===== src/design/sqm_pkg.sv =====
package sqm_pkg;

  // Fraction bits of the normalised move time t
  localparam int unsigned TIME_FRAC_BITS = 16;

  // Field widths
  localparam int unsigned ACTION_W = 2;
  localparam int unsigned ANGLE_W  = 15;
  localparam int unsigned RUN_W    = 16;
  localparam int unsigned NOW_W    = 32;
  localparam int unsigned PULSE_W  = 15;
  localparam int unsigned CFG_IDX_W = 2;

  localparam logic [ANGLE_W-1:0] ANGLE_MAX  = 15'd18000;
  localparam logic [PULSE_W-1:0] PULSE_BASE = 15'd500;
  localparam logic [PULSE_W-1:0] MIN_PULSE_RST = 15'd500;
  localparam logic [PULSE_W-1:0] MAX_PULSE_RST = 15'd2500;

  // angle / 9 as (angle * 7282) >> 16, exact for angles up to the range limit
  localparam int unsigned RECIP9_W  = 13;
  localparam logic [RECIP9_W-1:0] RECIP9 = 13'd7282;
  localparam int unsigned RECIP9_SH = 16;
  localparam int unsigned QUOT_W    = 11;

  // Polynomial accumulator holds values below 16 * 2^F
  localparam int unsigned POLY_W = TIME_FRAC_BITS + 4;
  localparam logic [POLY_W-1:0] TIME_ONE = POLY_W'(1) << TIME_FRAC_BITS;
  localparam logic [POLY_W-1:0] TEN_ONE  = POLY_W'(10) << TIME_FRAC_BITS;

  // Shared multiplier operand widths
  localparam int unsigned MUL_A_W = (POLY_W > ANGLE_W) ? POLY_W : ANGLE_W;
  localparam int unsigned MUL_B_W =
      (TIME_FRAC_BITS + 1 > RECIP9_W) ? TIME_FRAC_BITS + 1 : RECIP9_W;
  localparam int unsigned PROD_W  = MUL_A_W + MUL_B_W;

  // Division step counter
  localparam int unsigned CNT_W = $clog2(TIME_FRAC_BITS);

  localparam logic [CFG_IDX_W-1:0] CFG_MIN_PULSE = 2'd0;
  localparam logic [CFG_IDX_W-1:0] CFG_MAX_PULSE = 2'd1;

  typedef enum logic [ACTION_W-1:0] {
    ACT_TICK = 2'd0,
    ACT_MOVE = 2'd1,
    ACT_JUMP = 2'd2
  } action_e;

  typedef enum logic [9:0] {
    ST_IDLE     = 10'b00_0000_0001,
    ST_DIV      = 10'b00_0000_0010,
    ST_SQ       = 10'b00_0000_0100,
    ST_POLY     = 10'b00_0000_1000,
    ST_CUBE     = 10'b00_0001_0000,
    ST_CUBE_TK  = 10'b00_0010_0000,
    ST_SCALE    = 10'b00_0100_0000,
    ST_SCALE_TK = 10'b00_1000_0000,
    ST_PULSE    = 10'b01_0000_0000,
    ST_PULSE_TK = 10'b10_0000_0000
  } seq_state_e;

  typedef struct packed {
    logic [PULSE_W-1:0] pulse_lo;
    logic [PULSE_W-1:0] pulse_hi;
  } sqm_cfg_t;

  typedef struct packed {
    logic [ACTION_W-1:0] action;
    logic [ANGLE_W-1:0]  angle;
    logic [RUN_W-1:0]    run_time_ms;
    logic [NOW_W-1:0]    now_ms;
  } sqm_item_t;

  typedef struct packed {
    logic [PULSE_W-1:0] pulse_width;
    logic [ANGLE_W-1:0] out_angle;
    logic               move_done;
  } sqm_res_t;

endpackage


===== src/design/sqm_mul.sv =====
module sqm_mul import sqm_pkg::*; (
  input  logic               clk_i,
  input  logic [MUL_A_W-1:0] op_a_i,
  input  logic [MUL_B_W-1:0] op_b_i,
  output logic [PROD_W-1:0]  prod_o
);

  logic [PROD_W-1:0] prod_q;

  // Register every product; the sequencer reads it in the cycle after issue
  always_ff @(posedge clk_i) begin
    prod_q <= PROD_W'(op_a_i) * PROD_W'(op_b_i);
  end

  assign prod_o = prod_q;

endmodule


===== src/design/sqm_seq.sv =====
module sqm_seq import sqm_pkg::*; (
  input  logic               clk_i,
  input  logic               rst_ni,
  input  sqm_cfg_t           cfg_i,
  input  logic               item_valid_i,
  output logic               item_ready_o,
  input  sqm_item_t          item_i,
  output logic               res_valid_o,
  input  logic               res_ready_i,
  output sqm_res_t           res_o,
  output logic [MUL_A_W-1:0] op_a_o,
  output logic [MUL_B_W-1:0] op_b_o,
  input  logic [PROD_W-1:0]  prod_i
);

  seq_state_e state_q, state_d;

  logic [ANGLE_W-1:0] start_q, start_d;
  logic [ANGLE_W-1:0] goal_q, goal_d;
  logic [ANGLE_W-1:0] present_q, present_d;
  logic [NOW_W-1:0]   mstart_q, mstart_d;
  logic [RUN_W-1:0]   dur_q, dur_d;
  logic               moving_q, moving_d;
  logic               done_q, done_d;

  logic [RUN_W-1:0]          rem_q, rem_d;
  logic [TIME_FRAC_BITS-1:0] t_q, t_d;
  logic [CNT_W-1:0]          cnt_q, cnt_d;
  logic [POLY_W-1:0]         a_q, a_d;

  logic     out_valid_q, out_valid_d;
  sqm_res_t out_q, out_d;

  logic               accept;
  logic [ANGLE_W-1:0] ang_sat;
  logic [NOW_W-1:0]   elapsed;
  logic               move_end;
  logic [RUN_W:0]     rem_sh;
  logic               rem_ge;
  logic               goal_ge;
  logic [ANGLE_W-1:0] diff;
  logic [TIME_FRAC_BITS:0] s_cap;
  logic [2*TIME_FRAC_BITS-1:0] t_sq;
  logic [2*TIME_FRAC_BITS+2:0] six_sq;
  logic [POLY_W-1:0]  pos, neg;
  logic [ANGLE_W-1:0] delta;
  logic [ANGLE_W:0]   up_sum;
  logic [QUOT_W-1:0]  quot;
  logic [PULSE_W-1:0] pw_raw, pw_hi, pw;

  assign accept       = item_valid_i && item_ready_o;
  assign item_ready_o = (state_q == ST_IDLE);
  assign ang_sat      = (item_i.angle > ANGLE_MAX) ? ANGLE_MAX : item_i.angle;
  assign elapsed      = item_i.now_ms - mstart_q;
  assign move_end     = (dur_q == '0) || (elapsed >= NOW_W'(dur_q));

  // Restoring division step: remainder always stays below the run time
  assign rem_sh = {rem_q, 1'b0};
  assign rem_ge = rem_sh >= {1'b0, dur_q};

  assign goal_ge = goal_q >= start_q;
  assign diff    = goal_ge ? goal_q - start_q : start_q - goal_q;
  assign s_cap   = (a_q > TIME_ONE) ? TIME_ONE[TIME_FRAC_BITS:0] : a_q[TIME_FRAC_BITS:0];

  // a = floor(6 t^2 / 2^F) + 10 - 15 t, floored at zero
  assign t_sq   = prod_i[2*TIME_FRAC_BITS-1:0];
  assign six_sq = ({3'b000, t_sq} << 2) + ({3'b000, t_sq} << 1);
  assign pos    = POLY_W'(six_sq >> TIME_FRAC_BITS) + TEN_ONE;
  assign neg    = (POLY_W'(t_q) << 4) - POLY_W'(t_q);

  assign delta  = prod_i[TIME_FRAC_BITS +: ANGLE_W];
  assign up_sum = {1'b0, start_q} + {1'b0, delta};

  assign quot   = prod_i[RECIP9_SH +: QUOT_W];
  assign pw_raw = PULSE_BASE + PULSE_W'(quot);
  assign pw_hi  = (pw_raw > cfg_i.pulse_hi) ? cfg_i.pulse_hi : pw_raw;
  assign pw     = (pw_hi < cfg_i.pulse_lo) ? cfg_i.pulse_lo : pw_hi;

  // Operand select for the shared multiplier
  always_comb begin
    op_a_o = '0;
    op_b_o = '0;
    unique case (state_q)
      ST_SQ: begin
        op_a_o = MUL_A_W'(t_q);
        op_b_o = MUL_B_W'(t_q);
      end
      ST_CUBE: begin
        op_a_o = MUL_A_W'(a_q);
        op_b_o = MUL_B_W'(t_q);
      end
      ST_SCALE: begin
        op_a_o = MUL_A_W'(diff);
        op_b_o = MUL_B_W'(s_cap);
      end
      // Keep the pulse operands while the result waits for the output register
      ST_PULSE, ST_PULSE_TK: begin
        op_a_o = MUL_A_W'(present_q);
        op_b_o = MUL_B_W'(RECIP9);
      end
      default: begin
        op_a_o = '0;
        op_b_o = '0;
      end
    endcase
  end

  always_comb begin
    state_d     = state_q;
    start_d     = start_q;
    goal_d      = goal_q;
    present_d   = present_q;
    mstart_d    = mstart_q;
    dur_d       = dur_q;
    moving_d    = moving_q;
    done_d      = done_q;
    rem_d       = rem_q;
    t_d         = t_q;
    cnt_d       = cnt_q;
    a_d         = a_q;
    out_d       = out_q;
    out_valid_d = out_valid_q && !res_ready_i;

    unique case (state_q)
      ST_IDLE: begin
        if (accept) begin
          unique case (item_i.action)
            ACT_JUMP: begin
              start_d   = ang_sat;
              goal_d    = ang_sat;
              present_d = ang_sat;
              moving_d  = 1'b0;
              done_d    = 1'b1;
              state_d   = ST_PULSE;
            end
            ACT_MOVE: begin
              goal_d   = ang_sat;
              dur_d    = item_i.run_time_ms;
              mstart_d = item_i.now_ms;
              start_d  = present_q;
              moving_d = 1'b1;
            end
            ACT_TICK: begin
              if (moving_q) begin
                if (move_end) begin
                  present_d = goal_q;
                  start_d   = goal_q;
                  moving_d  = 1'b0;
                  done_d    = 1'b1;
                  state_d   = ST_PULSE;
                end else begin
                  // elapsed is below the run time here, so it fits RUN_W bits
                  rem_d   = elapsed[RUN_W-1:0];
                  t_d     = '0;
                  cnt_d   = '0;
                  done_d  = 1'b0;
                  state_d = ST_DIV;
                end
              end
            end
            default: ;
          endcase
        end
      end
      ST_DIV: begin
        rem_d = rem_ge ? RUN_W'(rem_sh - {1'b0, dur_q}) : rem_sh[RUN_W-1:0];
        t_d   = {t_q[TIME_FRAC_BITS-2:0], rem_ge};
        cnt_d = cnt_q + 1'b1;
        if (cnt_q == CNT_W'(TIME_FRAC_BITS - 1)) begin
          state_d = ST_SQ;
        end
      end
      ST_SQ: begin
        state_d = ST_POLY;
      end
      ST_POLY: begin
        a_d     = (pos > neg) ? pos - neg : '0;
        cnt_d   = '0;
        state_d = ST_CUBE;
      end
      ST_CUBE: begin
        state_d = ST_CUBE_TK;
      end
      ST_CUBE_TK: begin
        a_d   = prod_i[TIME_FRAC_BITS +: POLY_W];
        cnt_d = cnt_q + 1'b1;
        if (cnt_q == CNT_W'(2)) begin
          state_d = ST_SCALE;
        end else begin
          state_d = ST_CUBE;
        end
      end
      ST_SCALE: begin
        state_d = ST_SCALE_TK;
      end
      ST_SCALE_TK: begin
        if (goal_ge) begin
          present_d = (up_sum > {1'b0, ANGLE_MAX}) ? ANGLE_MAX : up_sum[ANGLE_W-1:0];
        end else begin
          present_d = (delta > start_q) ? '0 : start_q - delta;
        end
        state_d = ST_PULSE;
      end
      ST_PULSE: begin
        state_d = ST_PULSE_TK;
      end
      ST_PULSE_TK: begin
        // Hold until the output register is free
        if (!out_valid_q || res_ready_i) begin
          out_d.pulse_width = pw;
          out_d.out_angle   = present_q;
          out_d.move_done   = done_q;
          out_valid_d       = 1'b1;
          state_d           = ST_IDLE;
        end
      end
      default: begin
        state_d = ST_IDLE;
      end
    endcase
  end

  always_ff @(posedge clk_i or negedge rst_ni) begin
    if (!rst_ni) begin
      state_q     <= ST_IDLE;
      start_q     <= '0;
      goal_q      <= '0;
      present_q   <= '0;
      mstart_q    <= '0;
      dur_q       <= '0;
      moving_q    <= 1'b0;
      out_valid_q <= 1'b0;
    end else begin
      state_q     <= state_d;
      start_q     <= start_d;
      goal_q      <= goal_d;
      present_q   <= present_d;
      mstart_q    <= mstart_d;
      dur_q       <= dur_d;
      moving_q    <= moving_d;
      out_valid_q <= out_valid_d;
    end
  end

  always_ff @(posedge clk_i) begin
    done_q <= done_d;
    rem_q  <= rem_d;
    t_q    <= t_d;
    cnt_q  <= cnt_d;
    a_q    <= a_d;
    out_q  <= out_d;
  end

  assign res_valid_o = out_valid_q;
  assign res_o       = out_q;

  a_div_rem_below: assert property (@(posedge clk_i) disable iff (!rst_ni)
    (state_q == ST_DIV) |-> (rem_q < dur_q))
    else $error("division remainder reached the run time");

  a_angle_range: assert property (@(posedge clk_i) disable iff (!rst_ni)
    (present_q <= ANGLE_MAX) && (goal_q <= ANGLE_MAX) && (start_q <= ANGLE_MAX))
    else $error("angle state left its range");

  a_jump_stops: assert property (@(posedge clk_i) disable iff (!rst_ni)
    (accept && (item_i.action == ACT_JUMP)) |=> (!moving_q && (state_q == ST_PULSE)))
    else $error("jump did not stop the move");

  a_profile_only_moving: assert property (@(posedge clk_i) disable iff (!rst_ni)
    (state_q == ST_DIV || state_q == ST_SCALE_TK) |-> moving_q)
    else $error("profile evaluated while not moving");

  a_result_after_issue: assert property (@(posedge clk_i) disable iff (!rst_ni)
    (state_q == ST_PULSE) |=> (state_q == ST_PULSE_TK))
    else $error("pulse product not taken");

endmodule


===== src/design/servo_quintic_motion_profile_top.sv =====
// Channel   Direction  Transfer when                    Contents
// s_axis    in         s_axis_tvalid & s_axis_tready    action, angle, run time, time stamp
// m_axis    out        m_axis_tvalid & m_axis_tready    pulse width, angle, end of move
// cfg       in         cfg_valid_i & cfg_ready_o        pulse limit register writes
//
// A tick during a move runs 16 restoring division steps for t, then six passes through
// the shared multiplier (t^2, three Horner products, angle scale, pulse scale), each
// issued to the multiplier and taken from its product register. A jump, or a tick
// that ends a move, goes straight to ST_PULSE and ST_PULSE_TK. A move or an ignored
// item leaves the sequencer idle. The input is ready only in the idle state.
// A result waits in the output register; the next item is taken meanwhile, and only
// its own result stalls behind a full output register. Reset clears all profile state.
module servo_quintic_motion_profile_top import sqm_pkg::*; (
  input  logic                 clk_i,
  input  logic                 rst_ni,
  input  logic                 s_axis_tvalid,
  output logic                 s_axis_tready,
  // [14:0] angle, [30:15] run_time_ms, [62:31] now_ms, [63] zero
  input  logic [63:0]          s_axis_tdata,
  // [1:0] action
  input  logic [ACTION_W-1:0]  s_axis_tuser,
  output logic                 m_axis_tvalid,
  input  logic                 m_axis_tready,
  // [14:0] pulse width, [29:15] profiled angle, [31:30] zero
  output logic [31:0]          m_axis_tdata,
  // move_done
  output logic                 m_axis_tlast,
  input  logic                 cfg_valid_i,
  output logic                 cfg_ready_o,
  input  logic [CFG_IDX_W-1:0] cfg_index_i,
  input  logic [PULSE_W-1:0]   cfg_data_i
);

  sqm_cfg_t  cfg_q;
  sqm_item_t item;
  sqm_res_t  res;

  logic [MUL_A_W-1:0] op_a;
  logic [MUL_B_W-1:0] op_b;
  logic [PROD_W-1:0]  prod;

  // Writes must come only while idle; the block does not enforce this and takes them at once
  assign cfg_ready_o = 1'b1;

  always_ff @(posedge clk_i or negedge rst_ni) begin
    if (!rst_ni) begin
      cfg_q.pulse_lo <= MIN_PULSE_RST;
      cfg_q.pulse_hi <= MAX_PULSE_RST;
    end else if (cfg_valid_i && cfg_ready_o) begin
      // Drop writes to indexes beyond the register list
      unique case (cfg_index_i)
        CFG_MIN_PULSE: cfg_q.pulse_lo <= cfg_data_i;
        CFG_MAX_PULSE: cfg_q.pulse_hi <= cfg_data_i;
        default: ;
      endcase
    end
  end

  // Unpack the input item
  assign item.action      = s_axis_tuser;
  assign item.angle       = s_axis_tdata[14:0];
  assign item.run_time_ms = s_axis_tdata[30:15];
  assign item.now_ms      = s_axis_tdata[62:31];

  sqm_seq u_seq (
    .clk_i        (clk_i),
    .rst_ni       (rst_ni),
    .cfg_i        (cfg_q),
    .item_valid_i (s_axis_tvalid),
    .item_ready_o (s_axis_tready),
    .item_i       (item),
    .res_valid_o  (m_axis_tvalid),
    .res_ready_i  (m_axis_tready),
    .res_o        (res),
    .op_a_o       (op_a),
    .op_b_o       (op_b),
    .prod_i       (prod)
  );

  sqm_mul u_mul (
    .clk_i  (clk_i),
    .op_a_i (op_a),
    .op_b_i (op_b),
    .prod_o (prod)
  );

  // Pack the result
  assign m_axis_tdata = {2'b00, res.out_angle, res.pulse_width};
  assign m_axis_tlast = res.move_done;

endmodule


===== config.mk =====
export PLATFORM = sky130hd
export DESIGN_NAME = servo_quintic_motion_profile_top
export DESIGN_NICKNAME = d
export VERILOG_FILES = /design/src/design/sqm_pkg.sv /design/src/design/sqm_mul.sv /design/src/design/sqm_seq.sv /design/src/design/servo_quintic_motion_profile_top.sv
export SDC_FILE = /design/constraint.sdc
export NUM_CORES = 2
export LEC_CHECK = 0
export ABC_AREA = 1
export BUFFER_PORTS_ARGS = -buffer_cell sky130_fd_sc_hd__buf_2
export CAP_MARGIN = 30
export CORE_ASPECT_RATIO = 0.75
export CORE_UTILIZATION = 25
export CTS_BUF_LIST = sky130_fd_sc_hd__clkbuf_4 sky130_fd_sc_hd__clkbuf_8 sky130_fd_sc_hd__clkbuf_16
export CTS_CLUSTER_DIAMETER = 50
export DETAILED_ROUTE_END_ITERATION = 16
export SYNTH_ARGS = -nofsm -noshare
export SYNTH_HDL_FRONTEND = slang
export SYNTH_SLANG_ARGS = --single-unit

===== constraint.sdc =====
create_clock -name clk_i -period 9.3 [get_ports clk_i]
set_input_delay 0.93 -clock clk_i [delete_from_list [all_inputs] [get_ports clk_i]]
set_output_delay 0.93 -clock clk_i [all_outputs]
set_load 0.02 [all_outputs]

# == Word level (Yosys, flattened, before mapping) ==
# Index checks and enable logic that the tools add are counted.
# word_totals
out_inout_bits,36
elab_cells,149
inputBits,88
ff_bits,259
# classes
mux,50
n_eq_ne,26
add_sub_neg,12
reduce_logical,31
magnitude_cmp,10
n_mul,1
# ops
cell,count
2-to-1 mux 15 bit,10
2-to-1 mux 16 bit,9
one-hot mux 10 bit (10 select lines),1
one-hot mux 20 bit (4 select lines),1
one-hot mux 16 bit (2 select lines),2
one-hot mux 15 bit (2 select lines),2
one-hot mux 17 bit (3 select lines),1
one-hot mux 15 bit (3 select lines),1
subtractor 15 bit,3
2-to-1 mux 10 bit,4
one-hot mux 20 bit (2 select lines),1
multiplier 20 x 17 -> 36 bit,1
adder 34 x 33 -> 35 bit,1
greater-or-equal comparator 32 x 16 -> 1 bit,1
subtractor 32 bit,1
> comparator 15 bit,2
AND reduction 5 bit,5
"adder 19 x 20 -> 20 bit, second input constant",1
"> comparator 20 x 17 -> 1 bit, second input constant",1
> comparator 20 bit,1
2-to-1 mux 20 bit,1
one-hot mux 10 bit (2 select lines),1
subtractor 20 x 16 -> 20 bit,1
subtractor 20 bit,1
other kinds (45),77

# == Logic depth before layout (Yosys ltp) ==
# depth
ltp_word,8
mapped_depth,43
ltp_nobuf,42

# == Hierarchy ==
# Synthesis repeated with hierarchy kept, for this count alone.
# hier_totals
cells_unflattened,4736
area_unflattened_um2,33916.3
# by_module_without_submodules
mod,area_each_um2,n_inst,cells_per_inst,seq_area_each_um2
sqm_seq,19728.9,1,2805,5271.3
sqm_mul,12887.4,1,1793,740.7
servo_quintic_motion_profile_top,1300.0,1,138,764.5

# == Least setup slack after synthesis ==
# OpenSTA, ideal clock, no wires.
# synth_path
path_type,register -> register
from,reg u_seq.start_q[1]
to,reg u_mul.prod_q[32] (netlist: u_mul.prod_o[32])
period_less_slack_ns,7.307
path_buffers,2
path_slack_ns,1.993
path_stages_with_launch,39
required_time_ns,9.177
arrival_time_ns,7.184
setup_time_ns,0.123
cell_sequence,dfrtp_1 -> ha_1 -> nand2_1 -> o21ai_2 -> inv_1 -> o21bai_2 -> nand3_1 -> and3_1 -> nand2_2 -> inv_1 -> buf_6 -> nand2_1 -> a21oi_1 -> nand3b_1 -> nand2_2 -> buf_4 -> nand2_1 -> fa_1 -> [3 not listed] -> fa_1 -> inv_1 -> fa_1 -> fa_1 -> inv_1 -> fa_1 -> inv_1 -> ha_1 -> nand2_1 -> nor4_1 -> a21oi_1 -> o21bai_1 -> nand2_1 -> nand2_1 -> nand2_1 -> nand2_1 -> a21oi_1 -> xor2_1
# synth_via
elab_chain_cells,4
elab_cells_between_ends,6
cone_classes,add/sub: 2; mul: 1; order compare: 1; mux: 2
# synth_rtl
element,line,text
"start, declared",sqm_seq.sv:18,"logic [ANGLE_W-1:0] start_q, start_d;"
"start signal, assigned",sqm_seq.sv:235,start_q <= start_d;
subtractor 15 bit / greater-or-equal comparator 15 bit (equally long branches),"sqm_seq.sv:62, sqm_seq.sv:61",
2-to-1 mux 15 bit (*),sqm_seq.sv:62,assign diff = goal_ge ? goal_q - start_q : start_q - goal_q;
one-hot mux 20 bit (4 select lines) (*),sqm_seq.sv:83,unique case (state_q)
multiplier 20 x 17 -> 36 bit (*),sqm_mul.sv:12,prod_q <= PROD_W'(op_a_i) * PROD_W'(op_b_i);
"end signal, assigned",sqm_mul.sv:12,
"end, declared",sqm_mul.sv:8,logic [PROD_W-1:0] prod_q;
# Every way passes the cells marked *; elsewhere a longest branch is shown, timed or not.
# A chain may end at the register's enable or synchronous reset.

# == Final worst setup path ==
# layout_path
from,reg u_seq.start_q[12]
to,reg u_mul.prod_q[33] (netlist: u_mul.prod_o[33])
# The elaborated chain is that of the path after synthesis.

==> summary.md <==
The flow ran to the end, and the final reports show no timing, DRC or antenna violations. Setup repair after global routing left no endpoint under its margin. The logs give 28148 for the number of global-route vias before repair and 259 for the number of clock sinks seen by CTS. The final setup skew was 0.0347 ns. The die extent in x is 420 microns, and the synthesized cell area is 0.0328 sq mm. The number of port buffers was 119; the shortest clock period the worst path allows after layout was 8.79 ns. The tools report the clock power share as 15.0%. The tools report the critical path launch point type as a flop.

The logs give 0 for the setup violation total in the final timing report and 114 for the site row count. The first detailed-routing pass took 6 iterations. The share of flip-flops with an asynchronous set or reset was 52.1%. In the routed design, unresolved DRC markers number 0. Counting flops and latches in the post-synthesis netlist gives 259. The layout has 14284 filler cells. In the detailed route, the total length drawn on met3 is 11.3 mm. Tracing the worst setup path back leads to its startpoint at u_seq.start_q[12]$_DFFE_PN0P_. In the finished design, the share of the clock period the worst path needs comes to 94.5%.

In this run the standard cell core region covers 0.130 sq mm. Combinational logic is responsible for 62.7% of the overall power. Based on the critical path, the design can be clocked at up to 114 MHz. The tools report the global route total overflow as 0.

STA classifies the critical path endpoint as a flop. The synthesis-to-layout area growth is 12.2%. The number of different library cells in the post-synthesis netlist was 66. In the final routing, the length of wire on met1 measures 54.3 mm.

After detailed routing, the total wire length is 109 mm. In this run the worst hold path is classified as primary input to asynchronous set/reset pin. VDD sags by at most 141 uV.

The later-pin clock latency in the skew report came out at 0.62 ns. In the final layout, the share of cells above drive strength 1 is 7.92%. During I/O placement, the number of pins put on the boundary was 124. Post-synthesis cell count: 4433. Dividing the detail-routed wire length by the instance count gives 17.3 microns.

0 antenna diodes ended up in the layout. Global-route wire length before repair: 167 mm. The tools report the last element of the critical path as u_mul.prod_o[33]$_DFF_P_. The wire-length estimate of the detail-placed layout is 90.7 mm. The worst slack at placement was 0.592 ns; the total net switching power was 4.55 mW. The finished layout holds 6324 standard cells, fillers aside. Counting along the longest clock path gives a buffer depth of 3.

The total vias in the final route is 29470. Sequential cells were found to cover 20.6% of the synthesized design area. The cell total after placement was 6265; the number of DRC violations after detailed-routing iteration 0 was 2693.

The number of buffers inserted to repair setup after CTS is 0, and the setup slack of the most critical reg-to-reg path is 0.51 ns. The startpoint identified for the worst register-to-register timing path is u_seq.start_q[12]$_DFFE_PN0P_. The tools report the total of cells resized after clock tree synthesis as 0. Data on the critical path is required at its endpoint by 9.86 ns. The tools report the maximum number of pins on one net before global-route repair as 85. For the final-report hold violation count, the log shows 0. TritonCTS built the clock tree.

For this design the ratio of total power to cell area is 236 mW/mm^2. In this design, the stage delay of the slowest critical-path cell is 0.58 ns. Across every metal layer, demand over resource in global routing totals 16.3%. Capturing point of the worst reg2reg path: u_mul.prod_o[33]$_DFF_P_. The top cell types in the final layout, fill and taps aside, are 1094 x sky130_fd_sc_hd__nand2_1, 896 x sky130_fd_sc_hd__inv_1, 334 x sky130_fd_sc_hd__ha_1. The cell depth of the worst flop-to-flop path is 30.

The worst setup path is of the flop to flop kind. The clock slew at the register clock pins of the worst setup and hold paths is 0.07 ns, and the met2 wire length is 42.0 mm. Summed over all cells, the static leakage comes to 18.8 nW. The run gives 22.3% as the part of the power in registers.

For the pin with the worst max-slew slack, the measured transition is 1.00 ns. The starting utilization of the core area came out at 25.3%. The synthesized area per cell came out at 7.41 sq um. The area taken by multi-input logic gates was 0.0222 sq mm.

The total negative setup slack came out at 0 ns. The tree is rooted in a sky130_fd_sc_hd__clkbuf_16. In the final layout, flip-flops and latches occupy 0.00676 sq mm.

The max-slew headroom at the worst pin is 32.5%, and the hold buffer count at cts is 0. Using the TritonRoute via totals, the vias-per-cell ratio works out to 4.66. Among all stages on the critical path, the largest delay is contributed by sky130_fd_sc_hd__fa_1.

The tightest hold path in the finished design has a slack of 0.383 ns. Leaving out fill and tap cells, the most frequent cell in the layout is sky130_fd_sc_hd__nand2_1. The worst setup slack after layout came out at 0.513 ns.

The fraction of power spent switching nets is 52.2%, and the final net count is 5256. The placer's final routability congestion estimate is 0.963. The total number of yosys warnings is 0, and the number of pins exceeding their max-slew limit in the final report is 0. Top layer used by detailed routing: met5. The initial antenna violation count is 2. The run gives 0 as the number of violations of the max-capacitance limit. Dominant synthesized flop cell: sky130_fd_sc_hd__dfrtp_1. The logs give 1 for the level count of the clock H-tree and 0 for the remaining antenna violation count.

Measured along the y axis, the die boundary spans 316 microns. The floorplan step defined a die boundary enclosing 0.133 sq mm. Data arrives at the worst endpoint at 9.34 ns.

The number of synthesized flops with an enable pin is 88, and the CTS buffer count is 31. The internal portion of the total power is 4.16 mW. The critical-path maximum fanout came out at 13.
==> worst min-delay path by stage <==
stage | from | endpoint | cells after the start
6_report | rst_ni | u_seq.mstart_q[20]$_DFFE_PN0P_ | 1
5_1_grt | u_seq.done_q$_SDFFCE_PN1P_ | u_seq.res_o[0]$_DFFE_PP_ | 0
4_1_cts | rst_ni | u_seq.mstart_q[20]$_DFFE_PN0P_ | 1
3_5_place_dp | u_seq.done_q$_SDFFCE_PN1P_ | u_seq.res_o[0]$_DFFE_PP_ | 0
3_3_place_gp | u_seq.done_q$_SDFFCE_PN1P_ | u_seq.res_o[0]$_DFFE_PP_ | 0
2_1_floorplan | u_seq.done_q$_SDFFCE_PN1P_ | u_seq.res_o[0]$_DFFE_PP_ | 0
==> final cells by class <==
type	instances	share of cell area [%]
inverter	909	9.26
sequential	259	18.3
clock buffer	36	2.27
clock inverter	22	0.659
multi-input combinational	3175	60.3
tap	1740	5.91
timing repair buffer	183	3.25
==> cells in the mapped netlist (10+ instances only) <==
| cell | n | area share (%) |
|---|---|---|
| sky130_fd_sc_hd__nand3_1 | 166 | 2.5 |
| sky130_fd_sc_hd__ha_1 | 334 | 13 |
| sky130_fd_sc_hd__nor3_1 | 46 | 0.70 |
| sky130_fd_sc_hd__o21bai_1 | 18 | 0.41 |
| sky130_fd_sc_hd__o21ai_0 | 215 | 3.3 |
| sky130_fd_sc_hd__nor4_1 | 13 | 0.25 |
| sky130_fd_sc_hd__o22ai_1 | 30 | 0.57 |
| sky130_fd_sc_hd__xnor2_1 | 37 | 0.99 |
| sky130_fd_sc_hd__buf_4 | 14 | 0.32 |
| sky130_fd_sc_hd__o21ai_1 | 10 | 0.15 |
| sky130_fd_sc_hd__nand4_1 | 57 | 1.1 |
| sky130_fd_sc_hd__dfrtp_1 | 123 | 9.4 |
| sky130_fd_sc_hd__mux2_2 | 50 | 1.7 |
| sky130_fd_sc_hd__edfxtp_1 | 88 | 8.0 |
| sky130_fd_sc_hd__nor2_1 | 329 | 3.8 |
| sky130_fd_sc_hd__nand2_1 | 1094 | 13 |
| sky130_fd_sc_hd__dfxtp_1 | 36 | 2.2 |
| sky130_fd_sc_hd__fa_1 | 275 | 17 |
| sky130_fd_sc_hd__a21oi_1 | 247 | 3.8 |
| sky130_fd_sc_hd__buf_2 | 36 | 0.55 |
| sky130_fd_sc_hd__a31oi_1 | 10 | 0.19 |
| sky130_fd_sc_hd__dfstp_2 | 12 | 0.96 |
| sky130_fd_sc_hd__xor2_1 | 102 | 2.7 |
| sky130_fd_sc_hd__clkbuf_1 | 36 | 0.41 |
| sky130_fd_sc_hd__a21o_1 | 12 | 0.27 |
| sky130_fd_sc_hd__o21ai_2 | 12 | 0.32 |
| sky130_fd_sc_hd__inv_1 | 896 | 10 |
==> stage by stage <==
stage                     util, %  instance area (sq um)  power [mW]
after floorplan                 -                  32900        5.62
after global placement       27.5                  35600        7.18
after detailed placement     27.6                  35800        7.24
after CTS                    28.4                  36800        8.59
after global routing         28.4                  36800        9.42
final                        28.4                  36800        8.71
==> cell families after synthesis <==
family	after synthesis	synth area share, %
compound gates	623	10.8
xor+xnor	139	3.71
fa+ha+maj	609	29.5
buf+inv	1007	12.0
flops	259	20.6
mux	50	1.72
other cells	2	0.0229
simple gates	1744	21.7
==> sequential cells by signal, indices dropped and copies added (netlist names), 4 cells and up <==
signal and count:
u_mul.prod_o 36, u_seq.goal_q 15, u_seq.state_q 10, u_seq.a_q 20, u_seq.dur_q 16, cfg_q 30
u_seq.present_q 15, u_seq.res_o 31, u_seq.start_q 15, u_seq.t_q 16, u_seq.cnt_q 4, u_seq.mstart_q 32
u_seq.rem_q 16
==> critical path, delay by kind of cell (launching register included) <==
family | cells | cell delay (ns)
adders and majority gates | 8 | 3.92
AOI/OAI and AO/OA | 8 | 2.33
buffers and inverters | 7 | 1.14
and+or+nand+nor | 6 | 0.61
DFF | 1 | 0.57
xor gates and xnor gates | 1 | 0.15
==> power by group through the flow <==
stage	sequential (mW)	combinational, mW	clock, mW
6_report	1.94	5.46	1.31
3_5_place_dp	1.96	5.28	0
5_1_grt	1.99	6.05	1.38
3_3_place_gp	1.95	5.23	0
4_1_cts	1.94	5.32	1.33
2_1_floorplan	1.79	3.83	0
==> per-layer routing <==
layer  vias up  track usage (%)
li1      14208                -
met1     14023             25.3
met2      1129             22.3
met3       108             4.30
met4         2             2.80
met5         -                0
Power figures use the tool's default switching activity.
